**src/hdl/ubd_pkg.sv**
```systemverilog
// Shared types and constants of the fractional baud divisor.
`default_nettype none
package ubd_pkg;

	localparam int CLK_W   = 28;
	localparam int BAUD_W  = 24;
	localparam int NUM_W   = 33;  // 25 * clock_hz
	localparam int DEN_W   = 26;  // k * baud
	localparam int QUO_W   = 32;  // quotient never reaches bit 32 for a non-zero divisor
	localparam int MANT_W  = 26;
	localparam int REM_W   = 7;
	localparam int FRAC_W  = 4;
	localparam int X_W     = 11;
	localparam int XP_W    = 24;

	localparam logic [NUM_W-1:0] SCALE_NUM    = 33'd25;
	localparam logic [32:0]      SCALE_DEN    = 33'd100;
	localparam logic [X_W-1:0]   ROUND_HALF   = 11'd50;
	localparam logic [31:0]      RECIP_100    = 32'h51EB851F;  // floor(q/100) = (q*R) >> 37
	localparam int               RECIP_SHIFT  = 37;
	localparam logic [12:0]      RECIP_100_SM = 13'd5243;      // exact below 43699
	localparam int               RECIP_SH_SM  = 19;
	localparam logic [MANT_W-1:0] MANT_MAX    = 26'd4095;

	localparam logic [1:0] ST_OK        = 2'd0;
	localparam logic [1:0] ST_BAUD_ZERO = 2'd1;
	localparam logic [1:0] ST_MANT_OVER = 2'd2;

	typedef struct packed {
		logic [CLK_W-1:0]  clock_hz;
		logic [BAUD_W-1:0] baud;
		logic              over8;
	} ubd_req_t;

	typedef struct packed {
		logic [15:0] divisor;
		logic [1:0]  status;
	} ubd_res_t;

	// What one division cell hands to the next.
	typedef struct packed {
		logic              valid;
		logic [NUM_W-1:0]  num;
		logic [DEN_W-1:0]  rem;
		logic [DEN_W-1:0]  den;
		logic [NUM_W-1:0]  quo;
		logic              over8;
		logic              bzero;
	} ubd_step_t;

endpackage
`default_nettype wire

```
**src/hdl/ubd_post.sv**
```systemverilog
// Splits the scaled quotient into mantissa and rounded fraction over three stages.
`default_nettype none
module ubd_post (
	input  wire logic               clk,
	input  wire logic               arst_n,
	input  wire logic               en,
	input  wire ubd_pkg::ubd_step_t quot,
	output logic                    valid,
	output ubd_pkg::ubd_res_t       res
);

	logic                      valid_s1, valid_s2;
	logic [ubd_pkg::QUO_W-1:0] q_s1;
	logic [63:0]               prod_s1;
	logic                      over8_s1, over8_s2;
	logic                      bzero_s1, bzero_s2;
	logic [ubd_pkg::MANT_W-1:0] mant_s2;
	logic [ubd_pkg::REM_W-1:0]  rem_s2;

	logic [ubd_pkg::MANT_W-1:0] mant;
	logic [32:0]                back;
	logic [32:0]                rem_full;
	logic [ubd_pkg::X_W-1:0]    x;
	logic [ubd_pkg::XP_W-1:0]   xp;
	logic [ubd_pkg::FRAC_W-1:0] f;
	logic [ubd_pkg::FRAC_W-1:0] frac;

	always_comb begin
		mant     = prod_s1[ubd_pkg::RECIP_SHIFT +: ubd_pkg::MANT_W];
		back     = {7'd0, mant} * ubd_pkg::SCALE_DEN;
		rem_full = {1'b0, q_s1} - back;
		if (over8_s2) begin
			x = {1'b0, rem_s2, 3'b000} + ubd_pkg::ROUND_HALF;
		end else begin
			x = {rem_s2, 4'b0000} + ubd_pkg::ROUND_HALF;
		end
		xp = x * ubd_pkg::RECIP_100_SM;
		f  = xp[ubd_pkg::RECIP_SH_SM +: ubd_pkg::FRAC_W];
		// A fraction rounded up to its modulus wraps to zero with no carry.
		frac = over8_s2 ? {1'b0, f[2:0]} : f;
	end

	always_ff @(posedge clk or negedge arst_n) begin
		if (!arst_n) begin
			valid_s1 <= 1'b0;
			valid_s2 <= 1'b0;
			valid    <= 1'b0;
		end else if (en) begin
			valid_s1 <= quot.valid;
			valid_s2 <= valid_s1;
			valid    <= valid_s2;
		end
	end

	always_ff @(posedge clk) begin
		if (en) begin
			q_s1     <= quot.quo[ubd_pkg::QUO_W-1:0];
			prod_s1  <= quot.quo[ubd_pkg::QUO_W-1:0] * ubd_pkg::RECIP_100;
			over8_s1 <= quot.over8;
			bzero_s1 <= quot.bzero;

			mant_s2  <= mant;
			rem_s2   <= rem_full[ubd_pkg::REM_W-1:0];
			over8_s2 <= over8_s1;
			bzero_s2 <= bzero_s1;

			if (bzero_s2) begin
				res.divisor <= 16'd0;
				res.status  <= ubd_pkg::ST_BAUD_ZERO;
			end else begin
				res.divisor <= {mant_s2[11:0], frac};
				res.status  <= (mant_s2 > ubd_pkg::MANT_MAX) ? ubd_pkg::ST_MANT_OVER
				                                              : ubd_pkg::ST_OK;
			end
		end
	end

endmodule
`default_nettype wire

```
**config.mk**
```make
export PLATFORM = sky130hd
export DESIGN_NAME = ubd_post
export DESIGN_NICKNAME = d
export VERILOG_FILES = /design/src/hdl/ubd_pkg.sv /design/src/hdl/ubd_post.sv
export SDC_FILE = /design/constraint.sdc
export NUM_CORES = 1
export LEC_CHECK = 0
export BUFFER_PORTS_ARGS = -buffer_cell sky130_fd_sc_hd__buf_4
export CAP_MARGIN = 20
export CORE_MARGIN = 5
export CORE_UTILIZATION = 50
export CTS_CLUSTER_DIAMETER = 40
export CTS_CLUSTER_SIZE = 16
export DETAILED_ROUTE_END_ITERATION = 7
export MAX_ROUTING_LAYER = met4
export PLACE_DENSITY = 0.69
export SETUP_SLACK_MARGIN = 0.5
export SLEW_MARGIN = 25
export SYNTH_ARGS = -nofsm -noshare
export SYNTH_HDL_FRONTEND = slang
export SYNTH_SLANG_ARGS = --single-unit
export TNS_END_PERCENT = 1
```
**constraint.sdc**
```tcl
create_clock -name clk -period 13.1 [get_ports clk]
set_input_delay 2.62 -clock clk [delete_from_list [all_inputs] [get_ports clk]]
set_output_delay 2.62 -clock clk [all_outputs]
set_load 0.01 [all_outputs]
```
==> results.txt <==
Initial antenna violation count -> 0
Antenna Nets Post-Route -> 0
Layout cells sized above 1 -> 3.66%
Port Buf Inserts -> 56
Max clock buf depth -> 2
Die area -> 49,000 sq um
Final setup viols -> 0
GR Util met2 -> 35.6%
Ys Warns -> 0
Global-route wire length before repair -> 86,100 um
Post-synth net total -> 3,132
Final WL -> 53,500 um
Post-CTS Setup Inserts -> 0
Final worst path period need -> 9.66 ns
Worst hold start -> prod_s1[49]
Clock sink count -> 91
# fillers -> 3,925
Leading cell type in the layout, fill and taps excluded -> inv_1
Final hold vios -> 0
Largest net degree at the start of global routing -> 92
Setup tns final -> 0 ns
Ys flop type -> edfxtp_1
Core ar. -> 44,200 sq um
Height of the die -> 221 um
Relative slew margins -> 39.0%
Mapped Cells -> 2,126
GRT Total Usage -> 23.1%
1st-pass router iterations -> 7
Status -> complete, no violations
Register area share after synthesis -> 12.2%
Fraction of registers with async set/reset -> 3.30%
Critical Path AT -> 9.73 ns
H-tree levels -> 3
Routed via count -> 14,500
Synth area leaders -> fa_1, ha_1, inv_1, edfxtp_1, xnor2_1
RSZ-0062 raised after global routing -> false
Die W -> 221 um
Setup CP Type -> in2reg
CTS hold repair buffers -> 0
Drt drc -> 0
GR met1 Demand/Resource -> 32.0%
Cell taking the most area after synthesis -> fa_1
Slew @ Worst Pin -> 0.892 ns
CTS buffer count -> 9
PnR worst setup slack -> 3.44 ns
Fmax -> 104 MHz
Clock Skews -> 0.0106 ns
Synthesized cell area -> 22,300 sq um
CTS root buffer -> clkbuf_16
Worst Setup SP -> quot[6]
Nets -> 3,188
Remaining global-route overflow -> 0
# rows -> 77
Number of synthesized flops with an enable pin -> 88
Max Transition Viols Final -> 0
Startpoint type of the worst setup path -> primary input
Synth Area per Inst -> 10.5 sq um
Pre-CTS WS -> 3.20 ns
Crit. End Element -> flip-flop
Most frequent cells in the layout -> inv_1, ha_1, fa_1, edfxtp_1, a21oi_1
Post-DP HPWL -> 48,000 um
Post-synth top area share -> 37.3%
Max-capacitance violation count -> 0
Total I/O pin count -> 143
Reg2reg start -> over8_s2
Vias in the first global route -> 15,500
Clock Latency Late Sink -> 0.34 ns
Worst path required time -> 13.17 ns
GRT Max-Usage Layer -> met2
CTS tree -> done
#FFs+latches synth -> 91
Starting density of the core -> 50.5%
Initial DRC count -> 799
Distinct cell type count after synthesis -> 59
DR vias/cell -> 5.20
Routability cong. -> 0.963
Critical Path Fanout Max -> 9
Grt met3 use -> 4.45%
Post-CTS resize count -> 0
Final period util -> 73.7%
Layout area overhead -> 6.42%
Clock-pin slew on the worst setup and hold paths -> 0.06 ns
Worst Hold Class -> reg2reg
WL/cell -> 19.2 um
Antenna fix cells -> 0
==> cell usage after synthesis, types with 4 or more instances <==
| cell type | n |
|---|---|
| nor3_1 | 11 |
| nand2b_1 | 4 |
| o21ai_1 | 7 |
| o21a_1 | 11 |
| xor2_1 | 8 |
| a211oi_1 | 10 |
| ha_1 | 466 |
| and3_1 | 14 |
| fa_1 | 416 |
| o21ai_0 | 21 |
| a31oi_1 | 6 |
| nand2_1 | 45 |
| a21boi_0 | 4 |
| a21o_1 | 36 |
| nor4_1 | 4 |
| a311oi_1 | 4 |
| nor2b_1 | 20 |
| o21bai_1 | 8 |
| o2111ai_1 | 4 |
| nand4_1 | 11 |
| xnor2_1 | 34 |
| o211ai_1 | 7 |
| clkbuf_1 | 10 |
| mux2i_1 | 5 |
| inv_1 | 717 |
| a2111oi_0 | 4 |
| nand3_1 | 12 |
| a21oi_1 | 56 |
| nor2_1 | 30 |
| o221ai_1 | 4 |
| edfxtp_1 | 88 |
==> final cells by class <==
| type | instances | area, sq um | area share (%) |
|---|---|---|---|
| tap | 592 | 741 | 3.12 |
| inverter | 717 | 2690 | 11.3 |
| clock inverter | 7 | 83.8 | 0.353 |
| clock buffer | 9 | 225 | 0.948 |
| timing repair buffer | 56 | 424 | 1.78 |
| multi-input combinational | 1307 | 16900 | 71.0 |
| sequential | 91 | 2720 | 11.4 |
==> final timing paths <==
check,cells past startpoint,end,slack [ns]
max in group asynchronous,1,valid_s2,10.96
min in group asynchronous,1,valid_s1,2.05
min,0,mant_s2[12],0.42
max,23,prod_s1[50],3.44
max reg2reg,22,res[4],6.08
min reg2reg,0,mant_s2[12],0.42
==> cells by family (layout without fill, tap and decap cells) <==
family | after synthesis | count (layout) | share of synthesized area, %
AOI/OAI and AO/OA | 208 | 208 | 6.38
xor gates and xnor gates | 42 | 42 | 1.65
adders and majority gates | 882 | 882 | 63.4
buffers and inverters | 728 | 789 | 12.2
DFF | 91 | 91 | 12.2
muxes | 8 | 8 | 0.375
and+or+nand+nor | 167 | 167 | 3.78
==> layer usage <==
| metal | wire length, um | vias to the layer above |
|---|---|---|
| met3 | 3250 | 60 |
| met1 | 24000 | 7273 |
| li1 | - | 6755 |
| met5 | 0 | - |
| met4 | 1650 | 0 |
| met2 | 24600 | 366 |
==> registers in the layout, summed over array words and instances, names as in the netlist <==
name and cells:
mant_s2 26, prod_s1 26, res 18, q_s1 7, rem_s2 7, bzero_s1 1, bzero_s2 1, over8_s1 1
over8_s2 1, valid 1, valid_s1 1, valid_s2 1
==> worst max-delay path, stage by stage <==
cell and delay, ns:
buf_4 0.19, inv_1 0.14, fa_1 0.61, inv_1 0.06, ha_1 0.22, fa_1 0.48, inv_1 0.05, fa_1 0.53
inv_1 0.05, fa_1 0.49, fa_1 0.54, fa_1 0.55, inv_1 0.05, fa_1 0.57, inv_1 0.06, ha_1 0.38
and2_1 0.24, nand4_1 0.16, a2111oi_0 0.82, o21a_1 0.31, o21ai_1 0.13, a311oi_1 0.37, xor2_1 0.10
==> per-stage QoR <==
step / instance area, sq um / hold slack (ns) / cells / util, %
after global placement: 23500 / 0.401 / 2763 / 53.0
after detailed placement: 23500 / 0.405 / 2763 / 53.0
after floorplan: 22300 / 0.400 / 2126 / -
final: 23800 / 0.419 / 2779 / 53.7
after global routing: 23800 / 0.426 / 2779 / 53.7
after CTS: 23800 / 0.419 / 2779 / 53.7
Power is left out: the tool's default activity adds up to more than one toggle a clock period on the data nets, which glitch-free logic cannot reach.
