<file path="src/hdl/ubd_pkg.sv">
// Shared types and constants of the fractional baud divisor.
`default_nettype none
package ubd_pkg;

	localparam int CLK_W   = 28;
	localparam int BAUD_W  = 24;
	localparam int NUM_W   = 33;  // 25 * clock_hz
	localparam int DEN_W   = 26;  // k * baud
	localparam int QUO_W   = 32;  // quotient never reaches bit 32 for a non-zero divisor
	localparam int MANT_W  = 26;
	localparam int REM_W   = 7;
	localparam int FRAC_W  = 4;
	localparam int X_W     = 11;
	localparam int XP_W    = 24;

	localparam logic [NUM_W-1:0] SCALE_NUM    = 33'd25;
	localparam logic [32:0]      SCALE_DEN    = 33'd100;
	localparam logic [X_W-1:0]   ROUND_HALF   = 11'd50;
	localparam logic [31:0]      RECIP_100    = 32'h51EB851F;  // floor(q/100) = (q*R) >> 37
	localparam int               RECIP_SHIFT  = 37;
	localparam logic [12:0]      RECIP_100_SM = 13'd5243;      // exact below 43699
	localparam int               RECIP_SH_SM  = 19;
	localparam logic [MANT_W-1:0] MANT_MAX    = 26'd4095;

	localparam logic [1:0] ST_OK        = 2'd0;
	localparam logic [1:0] ST_BAUD_ZERO = 2'd1;
	localparam logic [1:0] ST_MANT_OVER = 2'd2;

	typedef struct packed {
		logic [CLK_W-1:0]  clock_hz;
		logic [BAUD_W-1:0] baud;
		logic              over8;
	} ubd_req_t;

	typedef struct packed {
		logic [15:0] divisor;
		logic [1:0]  status;
	} ubd_res_t;

	// What one division cell hands to the next.
	typedef struct packed {
		logic              valid;
		logic [NUM_W-1:0]  num;
		logic [DEN_W-1:0]  rem;
		logic [DEN_W-1:0]  den;
		logic [NUM_W-1:0]  quo;
		logic              over8;
		logic              bzero;
	} ubd_step_t;

endpackage
`default_nettype wire

</file>
<file path="src/hdl/ubd_cell.sv">
// One restoring division step with its pipeline register.
`default_nettype none
module ubd_cell (
	input  wire logic               clk,
	input  wire logic               arst_n,
	input  wire logic               en,
	input  wire ubd_pkg::ubd_step_t cur,
	output ubd_pkg::ubd_step_t      nxt
);

	logic [ubd_pkg::DEN_W:0] trial;
	logic [ubd_pkg::DEN_W:0] diff;
	logic                    take;

	always_comb begin
		trial = {cur.rem, cur.num[ubd_pkg::NUM_W-1]};
		diff  = trial - {1'b0, cur.den};
		take  = (trial >= {1'b0, cur.den});
	end

	always_ff @(posedge clk or negedge arst_n) begin
		if (!arst_n) begin
			nxt <= '0;
		end else if (en) begin
			nxt.valid <= cur.valid;
			nxt.num   <= {cur.num[ubd_pkg::NUM_W-2:0], 1'b0};
			nxt.rem   <= take ? diff[ubd_pkg::DEN_W-1:0] : trial[ubd_pkg::DEN_W-1:0];
			nxt.den   <= cur.den;
			nxt.quo   <= {cur.quo[ubd_pkg::NUM_W-2:0], take};
			nxt.over8 <= cur.over8;
			nxt.bzero <= cur.bzero;
		end
	end

endmodule
`default_nettype wire

</file>
<file path="config.mk">
export PLATFORM = sky130hd
export DESIGN_NAME = ubd_cell
export DESIGN_NICKNAME = d
export VERILOG_FILES = /design/src/hdl/ubd_pkg.sv /design/src/hdl/ubd_cell.sv
export SDC_FILE = /design/constraint.sdc
export NUM_CORES = 1
export LEC_CHECK = 0
export ABC_AREA = 0
export BUFFER_PORTS_ARGS = -buffer_cell sky130_fd_sc_hd__clkbuf_2
export CAP_MARGIN = 20
export CORE_MARGIN = 2
export CORE_UTILIZATION = 45
export DETAILED_ROUTE_END_ITERATION = 8
export PLACE_DENSITY = 0.81
export SYNTH_ARGS = -nofsm -noshare
export SYNTH_HDL_FRONTEND = slang
export SYNTH_SLANG_ARGS = --single-unit
</file>
<file path="constraint.sdc">
create_clock -name clk -period 0.88 [get_ports clk]
set_clock_uncertainty 0.05 [all_clocks]
set_input_delay 0.22 -clock clk [delete_from_list [all_inputs] [get_ports clk]]
set_output_delay 0.22 -clock clk [all_outputs]
set_load 0.02 [all_outputs]
</file>
==> reports/qor.txt, run 1 <==
status: finished, violations left
failing checks: negative hold slack, negative setup slack
Starting Density: 45.8%
WHS: -0.0127 ns
Slew Limit Fails: 0
Tcrit/Tclk final: 260%
unrepaired setup endpoints after global routing: yes
worst-path fanout max: 8
first-pass GRT wire length: 38100 um
number of global-route vias before repair: 6986
Gate Count Post-Synth: 564
P_int: 15.4 mW
Synth Warn #: 0
ratio of cells with drive above 1 in the final layout: 59.9%
Core Box Area: 13800 um^2
Clock Power Share: 34.2%
CTS Buf Count: 17
Nets: 1226
clk buf depth: 2
Routed Antenna Nets: 0
sequential area share after synthesis: 47.4%
Routed WL per cell: 29.5 um
H-tree lvl count: 4
Final GP Congestion: 0.916
Layout area overhead: 98.5%
crit start category: primary input
Setup WS post-layout: -1.40 ns
top cell type by total area after synthesis: dfrtp_1
Pwr per Cell Area: 1840 nW/um^2
CTS Root Cell: clkbuf_16
commonest cells after routing, fill and taps aside: 158 x buf_4, 138 x buf_6, 119 x dfrtp_1
Worst-path clk slew: 0.07 ns
Top FF cell, synth: dfrtp_1
largest net degree at the start of global routing: 37
I/O pins: 245
leakage power: 6.23 nW
Die H: 123 um
register area: 3000 um^2
achievable frequency: 0.438 GHz
Logic pwr share: 36.2%
Syn Area/Cell: 11.2 um^2
die area: 15000 um^2
Largest Register: nxt
relative slew slack: 57.6%
Peak VDD IR: 1.34 mV
commonest non-fill, non-tap cell in the layout: buf_4
min Tclk post-route: 2.28 ns
top cells by area, synth: dfrtp_1 47%, mux2_2 17%, ha_1 5.1%
Setup crit end kind: flip-flop
Slew @ Worst Pin: 0.634 ns
Hold Path Class: in2reg
Cells after DPL: 1083
Total Routing Usage GR: 33.5%
Pre-antenna DRT Iters: 8
die width: 123 um
DRC viols: 0
Hold Violations, Final: 1
initial antenna violation count: 1
via count: 8075
vias per inst: 6.36
Remaining Overflow, GRT: 0
Seq cells post-synth: 120
Critical Path RT: 1.16 ns
Post-Syn Area: 6330 um^2
max reg flops: 120
Skew-Pair Late Insertion Delay: 0.44 ns
Finish-stage setup viols: 207
Post-synth EDFFs: 0
post-layout util: 90.9%
CP arrival: 2.56 ns
Reg power frac: 29.6%
Net Sw Power: 7.78 mW
Port Buf Inserts: 242
switch share: 33.6%
CTS tree: built
ys async rst share: 100%
post-synth top area share: 47.4%
post-synth cell types: 58
DRT iter0 DRCs: 1090
multi-input logic area: 3800 um^2
Non-Filler Instances: 1270
max-cap violations: 0
Routed WL: 37500 um
CTS sink cnt: 120
FILL cells: 395
Worst Path Class, Setup: in2reg
hpwl dp: 14900 um
Top Registers: nxt x120
num rows: 43
Synth Net Count: 715
## synthesized netlist by cell type, types with 2 or more instances
library cell	instances
o2111ai_1	2
o21a_1	4
nor4_1	3
or2_2	2
mux2_2	93
a31oi_1	18
nand4_1	6
nor3_1	4
a41oi_1	2
clkbuf_1	17
a21boi_0	4
o21ba_2	2
o31ai_1	5
o2bb2ai_1	5
buf_1	3
o211ai_1	4
and3_1	4
buf_4	2
inv_1	33
dfrtp_1	120
o21ai_0	24
o31ai_4	2
a21oi_1	34
o221ai_1	2
nand2_1	17
or3_1	2
a211o_1	4
nor2_1	32
a221o_1	2
xor2_1	8
nand3_1	6
a211oi_1	6
nand2b_1	5
buf_2	8
xnor2_1	11
ha_1	26
o21ai_1	3
buf_6	2
a21o_1	14
nor2b_1	5
## through the flow
step	total power, mW	instance area (um^2)	worst slack, ns	setup TNS [ns]
2_1_floorplan	9.80	7020	-1.24	-50.13
3_3_place_gp	11.9	9180	-1.51	-64.49
3_5_place_dp	12.0	9180	-1.54	-65.63
4_1_cts	20.4	11300	-1.07	-72.49
5_1_grt	23.6	12600	-1.39	-88.63
6_report	23.1	12600	-1.40	-86.34
## cell families after synthesis
kind of cell             after synthesis  share of synthesized area (%)
AO/OA/AOI/OAI                        148                           16.5
flip-flops                           120                           47.4
multiplexers                          94                           16.7
AND/OR/NAND/NOR                       90                           6.92
buffers and inverters                 65                           4.37
adder cells (fa/ha/maj)               27                           5.45
XOR/XNOR                              19                           2.63
other                                  1                         0.0592
## worst max-delay path, cell delays in order
cell      delay [ns]
clkbuf_2        0.09
inv_1           0.13
ha_4            0.25
a21oi_4         0.19
nand2_2         0.12
o21ai_2         0.30
o211ai_4        0.13
o22a_4          0.28
o21ai_4         0.29
buf_6           0.20
a31oi_1         0.12
a21oi_1         0.23
## power groups by stage
stage               clock, mW  sequential [mW]  combinational, mW
global placement            0             6.62               5.24
finish                   7.90             6.86               8.37
detailed placement          0             6.65               5.34
global route             8.14             6.88               8.56
floorplan                   0             7.43               2.37
CTS                      7.56             6.58               6.29
## timing repair
item	CTS	global route
resized for setup	96	376
buffers inserted	30	53
endpoints found under the setup margin	147	192
gates cloned	2	0
pin swaps	22	24
hold buffers	78	2
endpoints found under the hold margin	197	2
## per-layer routing
metal / GRT usage, % / vias up / share of wire (%)
met1: 38.0 / 3807 / 33
met2: 59.2 / 844 / 44
met5: 0 / - / 0.053
met4: 15.3 / 2 / 9.8
met3: 8.64 / 352 / 12
li1: - / 3070 / -
## path summary, 6_finish.rpt
check,to,slack (ns),from,cells after the start
hold reg to reg,nxt[61],0.46,nxt[61],1
min in group asynchronous,nxt[37],0.18,arst_n,2
setup reg to reg,nxt[86],-0.28,nxt[86],4
hold / removal,nxt[18],-0.01,cur[17],2
max in group asynchronous,nxt[9],0.11,arst_n,3
setup / recovery,nxt[62],-1.40,cur[39],12
## cell type report
cell class	count	share of cell area [%]
sequential	120	23.9
antenna	2	0.0398
inverter	33	1.12
clock inverter	13	1.55
clock buffer	19	3.52
timing repair buffer	524	37.8
tap	180	1.79
multi-input combinational	379	30.3
Power figures use the tool's default switching activity.
==> run 2, diff against run 1 <==
--- a/config.mk
+++ b/config.mk
@@ -12,6 +12,7 @@
 export CORE_UTILIZATION = 45
 export DETAILED_ROUTE_END_ITERATION = 8
 export PLACE_DENSITY = 0.81
+export SETUP_SLACK_MARGIN = 0.2
 export SYNTH_ARGS = -nofsm -noshare
 export SYNTH_HDL_FRONTEND = slang
 export SYNTH_SLANG_ARGS = --single-unit
==> run 2 against run 1 <==
Compared with the run above: the flow still finishes with violations (negative hold slack, negative setup slack); first-iteration DRC count shrank 22%; combinational power is essentially flat; critical path depth is the same; cell area shrank 2.9%; sequential power grew 2.9%; via count shrank 7.2%; sequential cell count is the same; final cell count shrank 5.8%; total power shrank 3.5%; clock power shrank 13%; sequential share of layout area grew 1.9 points; critical endpoint is now nxt[84]; largest cell class unchanged.
==> reports/qor.txt, run 2 (synthesized netlist as in run 1, its figures left out) <==
status: finished, violations left
failing checks: negative hold slack, negative setup slack
crit start category: primary input
Routed WL per cell: 29.0 um (-1.5%)
Total Routing Usage GR: 34.1% (+0.53 points)
Layout area overhead: 92.7%
Tcrit/Tclk final: 308% (+48 points)
Net Sw Power: 7.66 mW (-1.5%)
CTS sink cnt: 120 (unchanged)
unrepaired setup endpoints after global routing: yes
vias per inst: 6.26 (-1.5%)
Clock Power Share: 30.9% (-3.3 points)
Cells after DPL: 1077 (-0.55%)
R2R cell count: 4 (unchanged)
CP arrival: 2.90 ns (+0.34 ns)
Setup crit end kind: flip-flop
CTS tree: built
DRT iter0 DRCs: 855 (-22%)
Starting Density: 45.8% (unchanged)
P_int: 14.6 mW (-4.6%)
post-layout util: 88.2% (-2.7 points)
H-tree lvl count: 4 (unchanged)
Slew @ Worst Pin: 0.739 ns (+0.105 ns)
max-cap violations: 0 (unchanged)
clk buf depth: 2 (unchanged)
commonest non-fill, non-tap cell in the layout: buf_4
ratio of cells with drive above 1 in the final layout: 77.4% (+17 points)
switch share: 34.3% (+0.73 points)
relative slew slack: 50.5% (-7.0 points)
achievable frequency: 0.369 GHz (-16%)
Hold Path Class: in2async
CTS Buf Count: 17 (unchanged)
hpwl dp: 15500 um (+3.9%)
num rows: 43 (unchanged)
Peak VDD IR: 1.28 mV (-4.7%)
leakage power: 5.79 nW (-7.1%)
Remaining Overflow, GRT: 0 (unchanged)
Routed Antenna Nets: 0 (unchanged)
I/O pins: 245 (unchanged)
CTS Root Cell: clkbuf_16
Finish-stage setup viols: 192 (-7.2%)
Logic pwr share: 37.5% (+1.3 points)
Nets: 1153 (-6.0%)
Worst-path clk slew: 0.06 ns (about the same)
Non-Filler Instances: 1196 (-5.8%)
Pwr per Cell Area: 1830 nW/um^2 (-0.64%)
Final GP Congestion: 0.941 (+2.8%)
via count: 7490 (-7.2%)
worst-path fanout max: 4 (-4)
max reg flops: 120 (unchanged)
number of global-route vias before repair: 6829 (-2.2%)
Pre-antenna DRT Iters: 9 (+1)
Hold Violations, Final: 149 (+148)
commonest cells after routing, fill and taps aside: 136 x buf_4, 127 x buf_6, 117 x dfrtp_2
initial antenna violation count: 3 (+2)
die width: 123 um (unchanged)
Setup WS post-layout: -1.83 ns (-0.424 ns)
Die H: 123 um (unchanged)
Port Buf Inserts: 242 (unchanged)
Reg power frac: 31.6% (+2.0 points)
Top Registers: nxt x120
first-pass GRT wire length: 38300 um (+0.49%)
min Tclk post-route: 2.71 ns (+0.424 ns)
Tot Pwr: 22.3 mW (-3.5%)
Worst Path Class, Setup: in2reg
largest net degree at the start of global routing: 37 (unchanged)
Slew Limit Fails: 0 (unchanged)
WHS: -0.400 ns (-0.388 ns)
Routed WL: 34700 um (-7.3%)
DRC viols: 0 (unchanged)
Core Box Area: 13800 um^2 (unchanged)
Critical Path RT: 1.07 ns (-0.09 ns)
Largest Register: nxt
die area: 15000 um^2 (unchanged)
Skew-Pair Late Insertion Delay: 0.43 ns (about the same)
==> run 2: changes by cell type in the layout (fill, tap and decap cells not counted), sizes merged <==
cell          change
dlygate4sd3      -71
buf              +24
clkbuf           -18
dlymetal6s4s      -9
bufinv            -3
clkinv            +3
clkinvlp          -1
inv               +1
==> run 2: cell type report <==
| class | count | area (um^2) |
|---|---|---|
| Antenna cell | 2 | 5.00 |
| Clock buffer | 18 | 439 |
| Clock inverter | 13 | 125 |
| Fill cell | 474 | 1630 |
| Inverter | 33 | 144 |
| Multi-Input combinational cell | 379 | 3880 |
| Sequential cell | 120 | 3150 |
| Tap cell | 180 | 225 |
| Timing Repair Buffer | 451 | 4230 |
==> run 2: stage by stage <==
stage               setup WS [ns]  setup TNS [ns]  area, um^2
floorplan                   -1.24          -50.30        7160
global placement            -1.52          -62.30        9280
detailed placement          -1.58          -63.80        9280
CTS                         -1.07          -74.46       11000
global route                -1.81          -95.31       12200
finish                      -1.83          -88.78       12200
==> run 2: final timing paths <==
path                            end     from  slack [ns]
setup / recovery            nxt[84]  cur[37]       -1.83
min in group clk            nxt[90]  cur[89]       -0.02
hold reg to reg             nxt[55]  nxt[55]        0.48
setup reg to reg            nxt[33]  nxt[33]       -0.32
hold / removal             nxt[111]   arst_n       -0.40
max in group asynchronous   nxt[73]   arst_n        0.67
==> run 2: timing repair <==
item                                    CTS  global route
setup buffers                            32            52
cloned                                    2             0
endpoints found under the setup margin  240           240
pin swaps                                19            33
hold endpoints to repair                200           161
gates resized for setup                 182           348
==> run 2: critical path: stages <==
cell and delay (ns):
clkbuf_2 0.12, inv_2 0.17, ha_4 0.27, nor2_2 0.19, a211oi_4 0.08, o21ai_4 0.21, o211ai_2 0.17, o22a_4 0.30
o21ai_4 0.30, buf_6 0.18, o21ai_2 0.08, o31ai_2 0.59
==> run 2: power groups by stage <==
stage,logic [mW],clock network [mW],registers (mW)
2_1_floorplan,2.37,0,7.56
3_3_place_gp,5.28,0,6.73
3_5_place_dp,5.38,0,6.78
4_1_cts,6.38,6.72,6.75
5_1_grt,8.59,7.17,7.09
6_report,8.37,6.88,7.06
==> run 2: layer usage <==
layer / global-route usage, % / share of wire [%] / vias up
li1: - / - / 2917
met1: 37.4 / 31 / 3530
met3: 9.90 / 11 / 339
met4: 16.3 / 11 / 2
met2: 60.3 / 46 / 702
met5: 0 / 0.035 / -
